==> src/rtl/btas_pkg.sv <==
// ----------------------------------------------------------------------------
// btas_pkg
// Shared widths, types and command/status structs of the best threshold
// accuracy search unit.
// ----------------------------------------------------------------------------
package btas_pkg;

  localparam int unsigned SCORE_BITS = 10;
  localparam int unsigned COUNT_BITS = 20;
  localparam int unsigned BIN_COUNT  = 1 << SCORE_BITS;

  typedef logic [SCORE_BITS-1:0] score_t;
  typedef logic [COUNT_BITS-1:0] count_t;

  typedef enum logic [1:0] {
    MODE_CLEAR  = 2'd0,
    MODE_ADD    = 2'd1,
    MODE_FINISH = 2'd2
  } mode_e;

  // one histogram row: both labels of one score code
  typedef struct packed {
    count_t neg;
    count_t pos;
  } bin_t;

  typedef struct packed {
    logic cnt_clr;
    logic samp_start;
    logic samp_write;
    logic drop;
    logic wipe;
    logic sweep_start;
    logic sweep_rd;
    logic load_out;
  } ctrl_cmd_t;

  typedef struct packed {
    logic at_cap;
    logic code_last;
    logic pipe_busy;
  } ctrl_sts_t;

endpackage

==> src/rtl/btas_ctrl.sv <==
// ----------------------------------------------------------------------------
// btas_ctrl
// Controller: accepts transactions, sequences sample updates, clearing
// passes and the threshold sweep, and owns the result valid flag.
// ----------------------------------------------------------------------------
module btas_ctrl (
  input  logic                  clk_i,
  input  logic                  rst_ni,
  input  logic                  in_valid_i,
  input  logic [1:0]            in_mode_i,
  output logic                  in_ready_o,
  output logic                  out_valid_o,
  input  logic                  out_ready_i,
  input  btas_pkg::ctrl_sts_t   sts_i,
  output btas_pkg::ctrl_cmd_t   cmd_o
);

  typedef enum logic [2:0] {
    ST_WIPE,
    ST_IDLE,
    ST_ADD,
    ST_SWEEP,
    ST_DRAIN
  } state_e;

  state_e state_q, state_d;
  logic   out_valid_q;
  logic   in_accept;
  logic   out_free;

  assign in_ready_o  = (state_q == ST_IDLE);
  assign in_accept   = in_valid_i && (state_q == ST_IDLE);
  assign out_valid_o = out_valid_q;
  assign out_free    = !out_valid_q || out_ready_i;

  always_comb begin
    state_d = state_q;
    cmd_o   = '0;
    unique case (state_q)
      ST_WIPE: begin
        cmd_o.wipe = 1'b1;
        if (sts_i.code_last) begin
          state_d = ST_IDLE;
        end
      end
      ST_IDLE: begin
        if (in_accept) begin
          unique case (btas_pkg::mode_e'(in_mode_i))
            btas_pkg::MODE_CLEAR: begin
              cmd_o.cnt_clr = 1'b1;
              state_d       = ST_WIPE;
            end
            btas_pkg::MODE_ADD: begin
              if (sts_i.at_cap) begin
                cmd_o.drop = 1'b1;
              end else begin
                cmd_o.samp_start = 1'b1;
                state_d          = ST_ADD;
              end
            end
            btas_pkg::MODE_FINISH: begin
              cmd_o.sweep_start = 1'b1;
              state_d           = ST_SWEEP;
            end
            default: begin
            end
          endcase
        end
      end
      ST_ADD: begin
        cmd_o.samp_write = 1'b1;
        state_d          = ST_IDLE;
      end
      ST_SWEEP: begin
        cmd_o.sweep_rd = 1'b1;
        if (sts_i.code_last) begin
          state_d = ST_DRAIN;
        end
      end
      ST_DRAIN: begin
        if (!sts_i.pipe_busy && out_free) begin
          cmd_o.load_out = 1'b1;
          cmd_o.cnt_clr  = 1'b1;
          state_d        = ST_IDLE;
        end
      end
      default: begin
        state_d = ST_IDLE;
      end
    endcase
  end

  always_ff @(posedge clk_i or negedge rst_ni) begin
    if (!rst_ni) begin
      state_q     <= ST_WIPE;
      out_valid_q <= 1'b0;
    end else begin
      state_q <= state_d;
      if (cmd_o.load_out) begin
        out_valid_q <= 1'b1;
      end else if (out_ready_i) begin
        out_valid_q <= 1'b0;
      end
    end
  end

`ifndef NO_ASSERTIONS
  a_load_only_when_free: assert property (@(posedge clk_i) disable iff (!rst_ni)
    cmd_o.load_out |-> (!out_valid_q || out_ready_i))
    else $error("result overwritten while pending");

  a_drop_stays_idle: assert property (@(posedge clk_i) disable iff (!rst_ni)
    cmd_o.drop |=> (state_q == ST_IDLE))
    else $error("dropped sample started an update");

  a_sweep_ends: assert property (@(posedge clk_i) disable iff (!rst_ni)
    (state_q == ST_SWEEP) && sts_i.code_last |=> (state_q == ST_DRAIN))
    else $error("sweep did not end at last code");
`endif

endmodule

==> config.mk <==
export PLATFORM = sky130hd
export DESIGN_NAME = btas_ctrl
export DESIGN_NICKNAME = d
export VERILOG_FILES = /design/src/rtl/btas_pkg.sv /design/src/rtl/btas_ctrl.sv
export SDC_FILE = /design/constraint.sdc
export NUM_CORES = 1
export LEC_CHECK = 0
export BUFFER_PORTS_ARGS = -buffer_cell sky130_fd_sc_hd__buf_2
export CAP_MARGIN = 20
export CORE_AREA = 2 2 39 41
export DETAILED_ROUTE_END_ITERATION = 10
export DIE_AREA = 0 0 41 43
export PLACE_DENSITY = 0.61
export SLEW_MARGIN = 40
export SYNTH_ARGS = -nofsm -noshare
export SYNTH_HDL_FRONTEND = slang
export SYNTH_SLANG_ARGS = --single-unit
==> constraint.sdc <==
create_clock -name clk_i -period 1.6 [get_ports clk_i]
set_input_delay 0.4 -clock clk_i [delete_from_list [all_inputs] [get_ports clk_i]]
set_output_delay 0.4 -clock clk_i [all_outputs]
set_load 0.03 [all_outputs]
==> summary.md, run 1 <==
| Metric | Value |
|---|---|
| Skew final | 0.002665 ns |
| Initial antenna violation count | 0 |
| Worst skew pair latency | 0.24 ns |
| PwrDens | 1123 nW/um^2 |
| Wirelength per Cell | 12.41 um |
| Die Wd | 41 um |
| Share of cells above drive strength 1 | 0.6901 |
| Run status | finished with violations |
| Most frequent cells in the layout | buf_6 (10), buf_2 (9), buf_4 (9) |
| DR vias | 399 |
| Worst Setup Slack, final | -0.1842 ns |
| CP Launch Point | state_q[1] |
| Post-synthesis sequential area ratio | 0.2974 |
| Switching share of power | 0.3827 |
| Comb power frac | 0.617 |
| Clock power share | 0.184 |
| Die Y | 43 um |
| R2r setup slk | 0.12 ns |
| Worst R2R Start | state_q[1] |
| Fin crit share | 1.115 |
| Pre-CTS setup slack | 0.01877 ns |
| Distinct cells, synth | 21 |
| Hold Path Class | in2reg |
| Max stage delay cell, worst path | dfrtp_2 |
| DP HPWL | 703.4 um |
| CP Capture Point | cmd_o[4] |
| Critical path class | reg2out |
| I/O pin total | 19 |
| Worst Reg-to-Reg Cells | 5 |
| CTS buffer count | 3 |
| GRT Total Usage | 0.1407 |
| Most common cell after layout, fill and taps aside | buf_6 |
| Failing checks | setup timing |
| Clock sink count | 4 |
| Htree depth | 1 |
| WL final | 1080 um |
| WP depth | 4 |
| Hold_ws | 0.3908 ns |
| Gr ovfl total | 0 |
| Final worst path period need | 1.784 ns |
| Cell family with most CP delay | simple AND/OR/NAND/NOR gates |
| FMAX | 560.5 MHz |
| Nets | 84 |
| # setup viols final | 8 |
| CTS tree | yes |
| Internal Pwr Total | 0.4728 mW |
| Seq cells post-synth | 4 |
| Slew HR | 0.8042 |
| First DRT Iteration DRCs | 0 |
| Final Hold Viols | 0 |
| Slowest stage delay, CP | 0.44 ns |
| I/O Buffers | 18 |
| Synth warn | 0 |
| Post-DR vias/cell | 4.586 |
| CORE AREA | 1384 um^2 |
| Largest net degree at the start of global routing | 7 |
| Multi-input gate area | 289.0 um^2 |
| Tightest Pin Transition | 0.2931 ns |
| Lkg Pwr | 0.3372 nW |
| Post-Synthesis Cells | 38 |
| N_diodes | 0 |
| Vias in the first global route | 429 |
| ANT nets after route | 0 |
| CP bufs+invs | 1 |
| CP max FO | 3 |
| Root buf cell | clkbuf_4 |
| Area growth syn-to-layout | 102.6% |
| Initial core utilization | 0.2432 |
| First-pass GRT wire length | 1676 um |
| DR DRC count | 0 |
| Critical Path Source Type | register |
| Synth top area share | 0.2974 |
| Final Instance Count excl. Fillers | 87 |
| Cell area after synthesis | 336.6 um^2 |
| Top cells by area, synth | dfrtp_1 (30%), ha_1 (11%), and2_1 (5.6%) |
| Synthesized area per cell | 8.857 um^2 |
| GP Congestion | 0.6198 |
| Post-synth top area cell | dfrtp_1 |
| # fillers | 146 |
| Reg2reg end | state_q[0] |
| Max Slew Vio Count | 0 |
| FF+latch area | 103.9 um^2 |
| Design area | 681.9 um^2 |
| Row count | 14 |
| Switching power | 0.2931 mW |
| Inst Count DP | 77 |
| Crit path DAT | 1.38 ns |
| Crit-path cells | nor3b_4 > and2_4 > and3_4 > buf_6 |
| Clock Path Buffers | 2 |
| Flop pwr share | 0.199 |
| Clock slew at reported path FFs | 0.04 ns |
| Peak supply drop | 0.0004037 V |
| Max-Cap Viols | 0 |
| Worst setup EP type | output pin |
| Die ar. | 1763 um^2 |
| Req. time, crit path | 1.20 ns |
| Unrepaired setup endpoints after global routing | true |
| Dpl cell area | 508.0 um^2 |
| Syn Nets | 50 |
| DRT Pass-1 Iters | 1 |
## registers in the layout (all words and copies together), names as in the netlist
register	count
state_q	3
out_valid_o	1
## cells by family after synthesis
family / count (synthesis) / share of synthesized area
AO/OA/AOI/OAI: 4 / 0.09665
adder cells (fa/ha/maj): 3 / 0.1115
buffers and inverters: 2 / 0.02231
flip-flops: 4 / 0.2974
multiplexers: 1 / 0.02974
AND/OR/NAND/NOR: 24 / 0.4424
## per-stage QoR
step	util	setup TNS (ns)	total power [mW]
finish	0.4928	-0.7910	0.7659
global route	0.4928	-1.296	0.8157
CTS	0.4611	-0.7341	0.6999
detailed placement	0.3671	0	0.4587
global placement	0.3671	0	0.4538
floorplan	-	-0.3668	0.3429
## layer usage
layer | wire (um) | global-route usage | vias to the layer above
met5 | 0 | 0 | -
met4 | 0 | 0.1000 | 0
met3 | 70 | 0.01571 | 0
met2 | 630 | 0.2313 | 15
met1 | 379 | 0.1548 | 183
li1 | - | - | 201
## synthesized netlist by cell type
cell type  n
nand2_1    5
dfrtp_1    4
and2_1     3
ha_1       3
and3_1     2
inv_1      2
nor2_1     2
nor2b_1    2
nor3b_1    2
or3_1      2
a211oi_2   1
a21o_1     1
a21oi_1    1
mux2i_1    1
nand3_1    1
nand4_1    1
nor3_1     1
nor3_2     1
nor3b_4    1
o211ai_1   1
or2_2      1
## power by group through the flow
stage / combinational (mW) / clock [mW] / sequential [mW]
6_report: 0.473 / 0.141 / 0.152
3_5_place_dp: 0.315 / 0 / 0.143
4_1_cts: 0.405 / 0.145 / 0.149
3_3_place_gp: 0.309 / 0 / 0.145
5_1_grt: 0.509 / 0.152 / 0.156
2_1_floorplan: 0.196 / 0 / 0.147
## worst reg2reg max path, delay by kind of cell, from the launching register on
kind	cells	cell delay, ns
flops	1	0.44
compound gates	2	0.26
simple gates	1	0.36
buf+inv	2	0.31
## worst min-delay path by stage
stage	from	end	slack [ns]	cells after the start
after floorplan	rst_ni	out_valid_o	0.10	0
after global placement	rst_ni	state_q[1]	0.21	1
after detailed placement	rst_ni	state_q[1]	0.21	1
after CTS	sts_i[1]	state_q[0]	0.38	2
after global routing	sts_i[1]	state_q[0]	0.41	2
final	sts_i[1]	state_q[0]	0.39	2
## cell type report
type / count / share of cell area
clock buffer: 4 / 0.03853
inverter: 2 / 0.01101
multi-input combinational: 32 / 0.4239
sequential: 4 / 0.1523
tap: 16 / 0.02936
timing repair buffer: 29 / 0.3450
## what timing repair did
item                       4_1_cts  5_1_grt
pin swaps                        5        3
setup buffers                    3        2
setup endpoints to repair        8        9
hold endpoints to repair         4        0
gates cloned                     0        0
hold buffers                     1        0
gates resized for setup         24        7
(Power assumes the default switching activity.)
==> run 2: changes to the inputs <==
--- a/config.mk
+++ b/config.mk
@@ -8,6 +8,7 @@
 export BUFFER_PORTS_ARGS = -buffer_cell sky130_fd_sc_hd__buf_2
 export CAP_MARGIN = 20
 export CORE_AREA = 2 2 39 41
+export CTS_BUF_LIST = sky130_fd_sc_hd__clkbuf_16
 export DETAILED_ROUTE_END_ITERATION = 10
 export DIE_AREA = 0 0 41 43
 export PLACE_DENSITY = 0.61
==> constraint.sdc (replaced) <==
create_clock -name clk_i -period 1.6 [get_ports clk_i]
set_input_delay 0.24 -clock clk_i [delete_from_list [all_inputs] [get_ports clk_i]]
set_output_delay 0.24 -clock clk_i [all_outputs]
set_load 0.03 [all_outputs]
==> run 2 against run 1 <==
  * The flow now finishes without violations
  * Register-to-register slack better by 0.16 ns
  * Worst hold slack worse by 0.15 ns
  * Sequential power decreased by 9%
  * Largest cell class unchanged
==> summary.md, run 2 (synthesis gave the netlist of run 1 again) <==
| Metric | Value |
|---|---|
| Inst Count DP | 73 |
| Final Instance Count excl. Fillers | 80 |
| DRT Pass-1 Iters | 4 |
| CTS tree | yes |
| CP bufs+invs | 1 |
| ANT nets after route | 0 |
| First-pass GRT wire length | 1324 um |
| Root buf cell | clkbuf_16 |
| Initial core utilization | 0.2432 |
| Req. time, crit path | 1.36 ns |
| Worst skew pair latency | 0.22 ns |
| PwrDens | 1435 nW/um^2 |
| Gr ovfl total | 0 |
| Critical path class | reg2out |
| Initial antenna violation count | 0 |
| DR vias | 382 |
| CP max FO | 3 |
| CORE AREA | 1384 um^2 |
| Most common cell after layout, fill and taps aside | buf_2 |
| Switching share of power | 0.3078 |
| Total negative slack | 0 ns |
| Switching power | 0.2641 mW |
| Internal Pwr Total | 0.5939 mW |
| Clock power share | 0.454 |
| Area growth syn-to-layout | 77.70% |
| Max Slew Vio Count | 0 |
| First DRT Iteration DRCs | 4 |
| Met2 GRT Util | 0.1781 |
| Max-Cap Viols | 0 |
| Htree depth | 1 |
| Skew final | 0.001057 ns |
| Crit-path cells | nor3b_4 > and2_4 > and3_2 > buf_6 |
| Clock Path Buffers | 2 |
| Critical Path Source Type | register |
| Vias in the first global route | 333 |
| Final worst path period need | 1.571 ns |
| I/O pin total | 19 |
| Wirelength per Cell | 11.16 um |
| Reg with most FFs | state_q |
| Clock slew at reported path FFs | 0.03 ns |
| WL final | 893 um |
| Die Wd | 41 um |
| Hold Path Class | in2reg |
| DP HPWL | 669.4 um |
| Most frequent cells in the layout | buf_2 (13), nand2_1 (5), buf_4 (5) |
| Slew HR | 0.7859 |
| Final Util | 0.4322 |
| Lkg Pwr | 0.3162 nW |
| # fillers | 146 |
| Die ar. | 1763 um^2 |
| Hold_ws | 0.2418 ns |
| Run status | finished, final reports clean |
| Row count | 14 |
| Final Hold Viols | 0 |
| Post-DR vias/cell | 4.775 |
| Flop pwr share | 0.162 |
| Comb power frac | 0.385 |
| Max stage delay cell, worst path | dfrtp_2 |
| Peak supply drop | 0.0004329 V |
| GRT Total Usage | 0.1174 |
| GRT Max-Usage Layer | met2 |
| Die Y | 43 um |
| DR DRC count | 0 |
| I/O Buffers | 18 |
| N_diodes | 0 |
| Crit path DAT | 1.33 ns |
| Max reg flops | 3 |
| Tightest Pin Transition | 0.3205 ns |
| CTS buffer count | 3 |
| Met1 usage | 0.1250 |
| Met3 usage | 0.03141 |
| # setup viols final | 0 |
| Worst setup EP type | output pin |
| Unrepaired setup endpoints after global routing | true |
| Largest net degree at the start of global routing | 7 |
| Clock sink count | 4 |
| Cell family with most CP delay | simple AND/OR/NAND/NOR gates |
| Share of cells above drive strength 1 | 0.5313 |
| Fin crit share | 0.9820 |
| Nets | 78 |
| Slowest stage delay, CP | 0.42 ns |
| FMAX | 636.5 MHz |
| GP Congestion | 0.6249 |
run 2: changes by cell type in the layout (fill, tap and decap cells not counted), moves of 2 or more:
| cell | delta |
|---|---|
| buf_4 | -4 |
| nand2_2 | -2 |
| buf_2 | +4 |
| clkbuf_16 | +3 |
| dfrtp_1 | +2 |
| and3_4 | -2 |
| nand2_1 | +2 |
| dfrtp_2 | -2 |
| nor2_4 | -2 |
| buf_6 | -8 |
run 2: final timing paths:
check / startpoint / end / slack [ns] / cells past startpoint
worst min register to register: state_q[0] / state_q[2] / 0.68 / 3
min in group asynchronous: rst_ni / out_valid_o / 0.35 / 2
worst max register to register: state_q[1] / state_q[0] / 0.28 / 4
worst min-delay path: sts_i[1] / state_q[0] / 0.24 / 2
max in group asynchronous: rst_ni / state_q[1] / 1.11 / 2
worst max-delay path: state_q[1] / cmd_o[4] / 0.03 / 4
run 2: area by class of cell:
| type | count | area, um^2 | area share |
|---|---|---|---|
| flip-flops and latches | 4 | 101.3 | 0.1695 |
| well taps | 16 | 20.02 | 0.03347 |
| inverters | 2 | 7.507 | 0.01255 |
| clock buffers | 3 | 75.07 | 0.1255 |
| repair buffers | 23 | 150.1 | 0.2510 |
| multi-input cells | 32 | 244.0 | 0.4079 |
run 2: worst register-to-register path, stage by stage (launching register included):
cell and delay, ns:
dfrtp_2 0.42, buf_4 0.16, or3_1 0.37, a21oi_1 0.19, a211oi_2 0.06
run 2: through the flow:
step | area [um^2] | total power, mW | worst slack [ns]
after floorplan | 346.6 | 0.3326 | -0.03540
after global placement | 464.2 | 0.4056 | 0.1488
after detailed placement | 464.2 | 0.4071 | 0.1403
after CTS | 578.1 | 0.8563 | 0.01112
after global routing | 598.1 | 0.9057 | -0.03171
final | 598.1 | 0.8580 | 0.02879
run 2: power by group through the flow:
| stage | Clock [mW] | Combinational [mW] | Sequential [mW] |
|---|---|---|---|
| 2_1_floorplan | 0 | 0.186 | 0.146 |
| 3_3_place_gp | 0 | 0.259 | 0.147 |
| 3_5_place_dp | 0 | 0.261 | 0.146 |
| 4_1_cts | 0.399 | 0.319 | 0.138 |
| 5_1_grt | 0.406 | 0.359 | 0.141 |
| 6_report | 0.389 | 0.330 | 0.139 |
run 2: routing by layer:
metal / share of wire / vias up
met5: 0 / -
met1: 0.39 / 174
met4: 0.012 / 0
li1: - / 185
met3: 0.094 / 2
met2: 0.50 / 21
run 2: what timing repair did:
action                                 4_1_cts  5_1_grt
hold buffers                                 1        0
gates resized for setup                      3        9
buffers inserted                             3        0
pin swaps                                    1        0
endpoints found under the hold margin        4        0
setup endpoints to repair                    3        5
==> run 3: changes to the inputs <==
--- a/config.mk
+++ b/config.mk
@@ -7,10 +7,11 @@
 export LEC_CHECK = 0
 export BUFFER_PORTS_ARGS = -buffer_cell sky130_fd_sc_hd__buf_2
 export CAP_MARGIN = 20
-export CORE_AREA = 2 2 39 41
+export CORE_AREA = 5 5 42 44
 export CTS_BUF_LIST = sky130_fd_sc_hd__clkbuf_16
 export DETAILED_ROUTE_END_ITERATION = 10
-export DIE_AREA = 0 0 41 43
+export DIE_AREA = 0 0 47 49
+export MAX_ROUTING_LAYER = met4
 export PLACE_DENSITY = 0.61
 export SLEW_MARGIN = 40
 export SYNTH_ARGS = -nofsm -noshare
==> run 3 against run 2 <==
  * Register-to-register slack about the same
  * First-iteration DRC count decreased by 50%
  * Design area increased by 3.6%
  * Largest cell class unchanged
==> summary.md, run 3 (synthesis gave the netlist of run 1 again) <==
| Metric | Value |
|---|---|
| Post-DR vias/cell | 4.617 |
| Switching share of power | 0.3079 |
| Area growth syn-to-layout | 84.01% |
| N_diodes | 0 |
| Initial core utilization | 0.2402 |
| Hold Path Class | in2reg |
| Most frequent cells in the layout | buf_2 (13), buf_4 (6), nand2_1 (5), buf_6 (4) |
| Slew HR | 0.7957 |
| Die ar. | 2303 um^2 |
| Unrepaired setup endpoints after global routing | true |
| Worst Setup Slack, final | 0.01117 ns |
| Max Slew Vio Count | 0 |
| Pre-CTS setup slack | 0.1421 ns |
| DR vias | 374 |
| Metal1 wirelength | 350 um |
| Peak supply drop | 0.0005079 V |
| Critical Path Source Type | register |
| ANT nets after route | 0 |
| PwrDens | 1403 nW/um^2 |
| GP Congestion | 0.6481 |
| Final total power | 0.8692 mW |
| Max stage delay cell, worst path | dfrtp_2 |
| Switching power | 0.2677 mW |
| Max reg flops | 3 |
| CP max FO | 3 |
| Final worst path period need | 1.589 ns |
| CTS buffer count | 3 |
| I/O pin total | 19 |
| Die Y | 49 um |
| WL final | 952 um |
| Lkg Pwr | 0.3192 nW |
| Clock power share | 0.446 |
| Slowest stage delay, CP | 0.42 ns |
| Row count | 14 |
| Fin crit share | 0.9930 |
| Reg with most FFs | state_q |
| FMAX | 629.4 MHz |
| GRT Total Usage | 0.09321 |
| I/O Buffers | 18 |
| Tightest Pin Transition | 0.3058 ns |
| Wirelength per Cell | 11.75 um |
| Clock sink count | 4 |
| Root buf cell | clkbuf_16 |
| # setup viols final | 0 |
| First-pass GRT wire length | 1511 um |
| Internal Pwr Total | 0.6015 mW |
| DR DRC count | 0 |
| Comb power frac | 0.390 |
| Vias in the first global route | 357 |
| CORE AREA | 1401 um^2 |
| Die Wd | 47 um |
| DRT Pass-1 Iters | 2 |
| Htree depth | 1 |
| Skew final | 0.0001821 ns |
| Run status | finished, final reports clean |
| Most common cell after layout, fill and taps aside | buf_2 |
| CP bufs+invs | 1 |
| Worst skew pair latency | 0.22 ns |
| Crit path DAT | 1.35 ns |
| Clock Path Buffers | 2 |
| Max-Cap Viols | 0 |
| DP HPWL | 753.4 um |
| Largest net degree at the start of global routing | 6 |
| Clock slew at reported path FFs | 0.03 ns |
| Worst setup EP type | output pin |
| Final Hold Viols | 0 |
| Share of cells above drive strength 1 | 0.5692 |
| CTS tree | yes |
| Critical path class | reg2out |
| Cell family with most CP delay | simple AND/OR/NAND/NOR gates |
| Flop pwr share | 0.164 |
| Top layer in use | met3 |
| Initial antenna violation count | 0 |
| Metal3 WL | 94 um |
| Req. time, crit path | 1.36 ns |
| Gr ovfl total | 0 |
| Nets | 79 |
| Met2 Wirelength | 507 um |
| Crit-path cells | nor3b_4 > and2_4 > and3_2 > buf_6 |
| First DRT Iteration DRCs | 2 |
-- run 3: power by group through the flow --
stage	Clock [mW]	Combinational (mW)	Sequential, mW
detailed placement	0	0.274	0.150
global route	0.404	0.365	0.147
floorplan	0	0.186	0.146
finish	0.388	0.339	0.142
CTS	0.393	0.327	0.142
global placement	0	0.273	0.148
-- run 3: worst register-to-register path, stage by stage (launching register included) --
cell      delay, ns
dfrtp_2        0.42
buf_4          0.16
or3_1          0.36
a21oi_1        0.19
a211oi_2       0.06
-- run 3: final cells by class --
type	instances	area (um^2)
fill	150	782.0
tap	16	20.02
multi-input combinational	32	249.0
sequential	4	102.6
timing repair buffer	24	165.2
clock buffer	3	75.07
inverter	2	7.507
-- run 3: timing repair --
item                                    in CTS  in global routing
endpoints found under the setup margin       4                  5
hold endpoints to repair                     4                  0
setup buffers                                4                  0
hold buffers                                 1                  0
pin swaps                                    0                  1
resized for setup                            6                 11
-- run 3: path summary, 6_finish.rpt --
kind	start	to	slack (ns)	cells past startpoint
setup / recovery	state_q[1]	cmd_o[4]	0.01	4
hold reg to reg	state_q[1]	state_q[2]	0.66	3
hold / removal	sts_i[1]	state_q[0]	0.25	2
setup reg to reg	state_q[1]	state_q[0]	0.28	4
max in group asynchronous	rst_ni	state_q[1]	1.10	2
min in group asynchronous	rst_ni	out_valid_o	0.36	2
-- run 3: metal layers --
layer | vias to the layer above | track usage
li1 | 190 | -
met1 | 169 | 0.1035
met2 | 15 | 0.1425
met3 | 0 | 0.04797
met4 | 0 | 0.02765
met5 | - | -
-- run 3: per-stage QoR --
step                      instances  instance area (um^2)   TNS, ns    util  hold slack [ns]
after floorplan                  38                 346.6  -0.03540       -         -0.05559
after global placement           73                 464.2         0  0.3313          0.05392
after detailed placement         73                 464.2         0  0.3313          0.05535
after CTS                        81                 591.8         0  0.4223           0.2436
after global routing             81                 619.3   -0.1213  0.4420           0.2465
final                            81                 619.3         0  0.4420           0.2452
